`src/rrv_pkg.sv`:
```
`default_nettype none
package rrv_pkg;

  localparam int COORD_WIDTH   = 32;
  localparam int ANGLE_WIDTH   = 16;
  localparam int CORDIC_STAGES = 16;
  localparam int MAX_STAGES    = 24;

  localparam int TRIG_W  = 32;  // Q2.30 sine/cosine
  localparam int CORD_W  = 34;  // CORDIC x/y/z with headroom
  localparam int COEF_FRAC  = ((62 - COORD_WIDTH) < 30) ? (62 - COORD_WIDTH) : 30;
  localparam int COEF_SHIFT = 30 - COEF_FRAC;
  localparam int COEF_W  = 34;
  localparam int PROD_W  = COEF_W + COORD_WIDTH;
  localparam int SUM_W   = PROD_W + 2;
  localparam int COEF_RND = (COEF_SHIFT > 0) ? (1 << (COEF_SHIFT - 1)) : 0;

  localparam logic signed [CORD_W-1:0] TRIG_GAIN = CORD_W'(652032874);
  localparam logic signed [SUM_W-1:0]  CORNER_RND = SUM_W'(1) <<< (COEF_FRAC - 1);

  typedef struct packed {
    logic signed [ANGLE_WIDTH-1:0] angle_alpha;
    logic signed [ANGLE_WIDTH-1:0] angle_beta;
    logic signed [ANGLE_WIDTH-1:0] angle_gamma;
    logic [COORD_WIDTH-2:0]        half_width;
    logic [COORD_WIDTH-2:0]        half_height;
    logic signed [COORD_WIDTH-1:0] center_x;
    logic signed [COORD_WIDTH-1:0] center_y;
    logic signed [COORD_WIDTH-1:0] center_z;
  } in_item_t;

  typedef struct packed {
    logic [1:0]                    corner_index;
    logic signed [COORD_WIDTH-1:0] corner_x;
    logic signed [COORD_WIDTH-1:0] corner_y;
    logic signed [COORD_WIDTH-1:0] corner_z;
    logic signed [COORD_WIDTH-1:0] edge_x;
    logic signed [COORD_WIDTH-1:0] edge_y;
    logic signed [COORD_WIDTH-1:0] edge_z;
    logic                          last_corner;
  } out_item_t;

  typedef struct packed {
    logic signed [TRIG_W-1:0] sn;
    logic signed [TRIG_W-1:0] cs;
  } trig_t;

  typedef struct packed {
    logic signed [COEF_W-1:0] kxy;
    logic signed [COEF_W-1:0] kxx;
    logic signed [COEF_W-1:0] kyy;
    logic signed [COEF_W-1:0] kyx;
    logic signed [COEF_W-1:0] kzy;
    logic signed [COEF_W-1:0] kzx;
  } coef_t;

  typedef struct packed {
    logic [COORD_WIDTH-2:0]        hw;
    logic [COORD_WIDTH-2:0]        hh;
    logic signed [COORD_WIDTH-1:0] cx;
    logic signed [COORD_WIDTH-1:0] cy;
    logic signed [COORD_WIDTH-1:0] cz;
  } side_t;

  typedef struct packed {
    logic signed [COORD_WIDTH-1:0] x;
    logic signed [COORD_WIDTH-1:0] y;
    logic signed [COORD_WIDTH-1:0] z;
  } vec_t;

  // arctan(2^-i) in phase units, full turn = 2^32
  function automatic logic [31:0] arc_tab(input int i);
    logic [31:0] r;
    case (i)
      0:  r = 32'd536870912;
      1:  r = 32'd316933406;
      2:  r = 32'd167458907;
      3:  r = 32'd85004756;
      4:  r = 32'd42667331;
      5:  r = 32'd21354465;
      6:  r = 32'd10680350;
      7:  r = 32'd5340245;
      8:  r = 32'd2670163;
      9:  r = 32'd1335087;
      10: r = 32'd667544;
      11: r = 32'd333772;
      12: r = 32'd166886;
      13: r = 32'd83443;
      14: r = 32'd41722;
      15: r = 32'd20861;
      16: r = 32'd10430;
      17: r = 32'd5215;
      18: r = 32'd2608;
      19: r = 32'd1304;
      20: r = 32'd652;
      21: r = 32'd326;
      22: r = 32'd163;
      23: r = 32'd81;
      default: r = 32'd0;
    endcase
    return r;
  endfunction

  // Q2.30 product, rounded half up
  function automatic logic signed [TRIG_W-1:0] qmul(input logic signed [TRIG_W-1:0] a,
                                                   input logic signed [TRIG_W-1:0] b);
    logic signed [2*TRIG_W-1:0] p;
    p = a * b + (64'sd1 <<< 29);
    return p[TRIG_W+29:30];
  endfunction

  function automatic logic signed [COEF_W-1:0] coef_rnd(input logic signed [COEF_W-1:0] v);
    logic signed [COEF_W-1:0] r;
    r = v + COEF_W'(COEF_RND);
    return r >>> COEF_SHIFT;
  endfunction

  function automatic logic signed [COORD_WIDTH-1:0] sat_coord(
      input logic signed [SUM_W-1:0] v);
    logic signed [SUM_W-1:0] hi;
    logic signed [SUM_W-1:0] lo;
    hi = {{(SUM_W-COORD_WIDTH+1){1'b0}}, {(COORD_WIDTH-1){1'b1}}};
    lo = ~hi;
    if (v > hi) return hi[COORD_WIDTH-1:0];
    if (v < lo) return lo[COORD_WIDTH-1:0];
    return v[COORD_WIDTH-1:0];
  endfunction

endpackage
`default_nettype wire

```
`src/rrv_cordic.sv`:
```
`default_nettype none
// Angle fold, pipelined CORDIC, quadrant fix.
module rrv_cordic #(
  parameter int STAGES = rrv_pkg::CORDIC_STAGES
) (
  input  logic                                   clk,
  input  logic                                   en,
  input  logic signed [rrv_pkg::ANGLE_WIDTH-1:0] angle,
  output rrv_pkg::trig_t                         trig
);

  localparam int W = rrv_pkg::CORD_W;

  logic [31:0] phase;
  logic [31:0] qsum;
  logic [1:0]  q0;
  logic [31:0] res;

  logic signed [W-1:0] x [0:STAGES];
  logic signed [W-1:0] y [0:STAGES];
  logic signed [W-1:0] z [0:STAGES];
  logic [1:0]          qd [0:STAGES];

  always_comb begin
    phase = {angle, {(32-rrv_pkg::ANGLE_WIDTH){1'b0}}};
    qsum  = phase + 32'h2000_0000;
    q0    = qsum[31:30];
    res   = phase - {q0, 30'd0};
  end

  always_ff @(posedge clk) begin
    if (en) begin
      x[0]  <= rrv_pkg::TRIG_GAIN;
      y[0]  <= '0;
      z[0]  <= W'(signed'(res));
      qd[0] <= q0;
    end
  end

  for (genvar i = 0; i < STAGES; i++) begin : g_stage
    logic signed [W-1:0] dx;
    logic signed [W-1:0] dy;
    logic signed [W-1:0] at;
    assign dx = y[i] >>> i;
    assign dy = x[i] >>> i;
    assign at = W'(rrv_pkg::arc_tab(i));
    always_ff @(posedge clk) begin
      if (en) begin
        qd[i+1] <= qd[i];
        if (!z[i][W-1]) begin
          x[i+1] <= x[i] - dx;
          y[i+1] <= y[i] + dy;
          z[i+1] <= z[i] - at;
        end else begin
          x[i+1] <= x[i] + dx;
          y[i+1] <= y[i] - dy;
          z[i+1] <= z[i] + at;
        end
      end
    end
  end

  // quarter-turn rotation of (cos, sin)
  always_ff @(posedge clk) begin
    if (en) begin
      case (qd[STAGES])
        2'd0: begin
          trig.cs <= rrv_pkg::TRIG_W'(x[STAGES]);
          trig.sn <= rrv_pkg::TRIG_W'(y[STAGES]);
        end
        2'd1: begin
          trig.cs <= rrv_pkg::TRIG_W'(-y[STAGES]);
          trig.sn <= rrv_pkg::TRIG_W'(x[STAGES]);
        end
        2'd2: begin
          trig.cs <= rrv_pkg::TRIG_W'(-x[STAGES]);
          trig.sn <= rrv_pkg::TRIG_W'(-y[STAGES]);
        end
        default: begin
          trig.cs <= rrv_pkg::TRIG_W'(y[STAGES]);
          trig.sn <= rrv_pkg::TRIG_W'(-x[STAGES]);
        end
      endcase
    end
  end

endmodule
`default_nettype wire

```
`config.mk`:
```
export PLATFORM = sky130hd
export DESIGN_NAME = rrv_cordic
export DESIGN_NICKNAME = d
export VERILOG_FILES = /design/src/rrv_pkg.sv /design/src/rrv_cordic.sv
export SDC_FILE = /design/constraint.sdc
export NUM_CORES = 2
export LEC_CHECK = 0
export BUFFER_PORTS_ARGS = -buffer_cell sky130_fd_sc_hd__buf_2
export CORE_MARGIN = 2
export CORE_UTILIZATION = 25
export DETAILED_ROUTE_END_ITERATION = 16
export PLACE_DENSITY = 0.36
export SLEW_MARGIN = 20
export SYNTH_ARGS = -nofsm -noshare
export SYNTH_HDL_FRONTEND = slang
export SYNTH_SLANG_ARGS = --single-unit
export TNS_END_PERCENT = 30
```
`constraint.sdc`:
```
create_clock -name clk -period 11.6 [get_ports clk]
set_input_delay 1.16 -clock clk [delete_from_list [all_inputs] [get_ports clk]]
set_output_delay 1.16 -clock clk [all_outputs]
set_load 0.03 [all_outputs]
```
==> results by group <==
Worst setup path
  • Data arrival time at the worst-slack endpoint: 7.45 ns
  • Setup slack on the worst flop-to-flop path: 5.34 ns
  • Critical path capture point type: flop
  • Worst R2R Start: z[4][33]
  • Startpoint class of the critical path: primary input
  • Class of the most critical setup path: in2reg
  • Critical Path Fanout Max: 99
  • End of the worst register-to-register path: y[5][32]
  • Logic depth of the worst register-to-register path: 18
  • Worst Path Required: 12.25 ns

Synth
  • Avg Cell Area, Syn: 9.73 um^2
  • Most frequently used cell type in the post-synthesis netlist: sky130_fd_sc_hd__edfxtp_1
  • Number of storage elements in the synthesis netlist: 1539
  • Distinct cell type count after synthesis: 88
  • Portion of the post-synthesis area used by sequential elements: 36.9%
  • Dominant cells by area after synthesis: sky130_fd_sc_hd__edfxtp_1, sky130_fd_sc_hd__ha_1, sky130_fd_sc_hd__xnor2_1
  • Primary flip-flop cell chosen by synthesis mapping: sky130_fd_sc_hd__edfxtp_1
  • Number of enable-type register cells in the synthesized netlist: 1539
  • Proportion of register bits with asynchronous set or reset after synthesis: 0%
  • Cell taking the most area after synthesis: sky130_fd_sc_hd__edfxtp_1
  • Post-synth net total: 14300
  • Mapped cell area: 125000 um^2
  • Leading cell types by count after synthesis: sky130_fd_sc_hd__edfxtp_1, sky130_fd_sc_hd__ha_1, sky130_fd_sc_hd__a21oi_1
  • Warnings, synthesis: 0
  • Yosys top cell area share: 36.9%
  • Synthesized instance count: 12900

Clocking
  • Clock tree from TritonCTS: done
  • Clock tree sinks: 1539
  • Root Driver: sky130_fd_sc_hd__clkbuf_16
  • Maximum clock path buffer count: 4
  • # resized after CTS: 0
  • Clock latency reported for the late side of the worst-skew pair: 0.95 ns
  • Number of buffers added by the clock tree synthesis step: 211
  • Total number of H-tree levels: 4
  • Number of buffers inserted by post-CTS setup repair: 0
  • Number of hold buffers added after cts: 0
  • Clock slew at reported path FFs: 0.06 ns

STA
  • Final worst-path cycle share: 58.6%
  • Relative slew margins: 26.8%
  • Worst hold slack after final layout: 0.371 ns
  • Setup slack of the critical path after layout: 4.80 ns
  • Max Fclk: 0.147 GHz
  • Final-report hold violation count: 0
  • RSZ-0062 raised after global routing: no
  • Measured slew at the worst slew-check pin: 1.09 ns
  • Setup TNS after final layout: 0 ns
  • Worst Skew: 0.115 ns
  • Final setup fails: 0
  • Fin. max-slew vios: 0
  • Min cycle time layout: 6.80 ns

Place
  • Post-detailed-placement cell area: 134000 um^2
  • Estimated wirelength of the detail-placed design: 300000 um
  • Routability cong.: 0.803
  • Pre-CTS WS: 3.83 ns
  • # port buffers: 81

Layout
  • Post-route design area: 141000 um^2
  • Final nets: 14500
  • Share of layout cells above drive strength 1: 4.76%
  • Count of filler cells inserted in the layout: 52700
  • Area Growth Syn to Fin: 12.6%

Floorplan
  • Die Height: 712 um
  • Top-Level Pins: 82
  • Placeable core region: 498000 um^2
  • Number of cell rows: 259
  • Die area: 507000 um^2
  • Overall die width: 712 um
  • Initial Utilization: 25.1%

Worst hold path
  • Worst hold path endpoint: z[0][25]
  • HP Start: angle[9]
  • Type of the most critical hold path: in2reg
  • Number of instances on the worst hold path: 1

Routing
  • Detailed-route via count: 94000
  • Routed wire per std cell: 18.8 um
  • Post-Route WL: 374000 um
  • Number of DRC markers in iteration 0: 5028
  • Post-detailed-route count of antenna-violating nets: 0
  • Remaining routing DRC violations: 0
  • Via-to-Cell Ratio: 4.73
  • DRT Pass-1 Iters: 5

Flow run
  • Number of max-cap violations: 0

Global route
  • Global route total overflow: 0
  • Vias in the first global route: 93700
  • GRT Resource Usage Total: 14.4%
  • Pin count of the biggest net entering global routing: 100
  • Wire length of the first global-routing pass: 579000 um
  • Number of antenna violations at the first check in global routing: 7

Status
  • Outcome: complete, no violations
layout make-up:
cell class | count | area, um^2 | share of cell area, %
Antenna cell | 1 | 2.50 | 0.00177
Clock buffer | 255 | 5550 | 3.94
Inverter | 519 | 1950 | 1.38
Tap cell | 6655 | 8330 | 5.90
Sequential cell | 1539 | 46200 | 32.8
Clock inverter | 134 | 1550 | 1.10
Multi-Input combinational cell | 10600 | 76400 | 54.2
Timing Repair Buffer | 165 | 1050 | 0.745
per-layer routing:
metal	routed length [um]	track usage, %
met5	0	0
met3	9310	1.30
met2	186000	26.0
met1	173000	18.6
met4	6650	2.68
placed cells by master, fill, tap and decap left out, types with 104 or more instances in the layout:
cell,netlist,layout
sky130_fd_sc_hd__nand2_1,750,739
sky130_fd_sc_hd__o31ai_1,132,132
sky130_fd_sc_hd__o21bai_1,192,192
sky130_fd_sc_hd__o21a_1,214,214
sky130_fd_sc_hd__nor2_1,958,958
sky130_fd_sc_hd__a31oi_1,109,109
sky130_fd_sc_hd__edfxtp_1,1539,1539
sky130_fd_sc_hd__xor2_1,629,629
sky130_fd_sc_hd__a21oi_1,1325,1325
sky130_fd_sc_hd__or3_1,113,113
sky130_fd_sc_hd__nand3_1,211,211
sky130_fd_sc_hd__clkbuf_16,0,216
sky130_fd_sc_hd__o21ai_0,756,756
sky130_fd_sc_hd__and3_1,104,104
sky130_fd_sc_hd__a211oi_1,107,106
sky130_fd_sc_hd__nand2b_1,254,254
sky130_fd_sc_hd__inv_1,511,508
sky130_fd_sc_hd__xnor2_1,1271,1271
sky130_fd_sc_hd__a21o_1,630,630
sky130_fd_sc_hd__ha_1,1377,1377
sky130_fd_sc_hd__nor3_1,295,295
sky130_fd_sc_hd__nor2b_1,160,160
registers in the layout, indices dropped and copies added (netlist names):
name / flops
trig: 64
qd: 34
y: 509
x: 482
z: 450
stage by stage:
step                utilization, %  instances
floorplan                        -      12900
global placement              26.9      19500
detailed placement            26.9      19500
CTS                           28.3      19900
global route                  28.3      19900
finish                        28.3      19900
worst max-delay path: stages:
cell and delay, ns:
sky130_fd_sc_hd__buf_12 0.19, sky130_fd_sc_hd__buf_4 0.39, sky130_fd_sc_hd__nand2_2 0.10, sky130_fd_sc_hd__buf_4 0.54
sky130_fd_sc_hd__clkinv_1 0.71, sky130_fd_sc_hd__buf_4 0.46, sky130_fd_sc_hd__nor2_1 0.16, sky130_fd_sc_hd__xnor2_1 0.13
sky130_fd_sc_hd__ha_1 0.29, sky130_fd_sc_hd__nor2b_1 0.17, sky130_fd_sc_hd__o31a_1 0.27, sky130_fd_sc_hd__o211ai_1 0.26
sky130_fd_sc_hd__a2111oi_0 0.16, sky130_fd_sc_hd__buf_4 0.17, sky130_fd_sc_hd__nor3_1 0.66, sky130_fd_sc_hd__o211ai_1 0.34
sky130_fd_sc_hd__a31oi_1 0.34, sky130_fd_sc_hd__o21ai_0 0.21, sky130_fd_sc_hd__a221oi_1 0.34, sky130_fd_sc_hd__xnor2_1 0.10
worst max-delay path by stage:
stage / start / end / cells after the start
after floorplan: en / y[6][31] / 20
after global placement: en / x[7][33] / 20
final: en / y[5][32] / 20
after CTS: en / x[7][33] / 20
after detailed placement: en / x[7][33] / 20
after global routing: en / x[7][33] / 20
cell families (layout without fill, tap and decap cells):
| logic type | count (synthesis) | after routing | share of synthesized area, % |
|---|---|---|---|
| DFF | 1539 | 1539 | 36.9 |
| and+or+nand+nor | 3248 | 3248 | 12.5 |
| buffers and inverters | 718 | 1073 | 2.15 |
| xor gates and xnor gates | 1900 | 1900 | 13.3 |
| other | 0 | 1 | 0 |
| AOI/OAI and AO/OA | 3958 | 3958 | 20.0 |
| muxes | 90 | 90 | 0.765 |
| adders and majority gates | 1419 | 1419 | 14.4 |
Power is left out: the tool's default activity adds up to more than one toggle a clock period on the data nets, which glitch-free logic cannot reach.
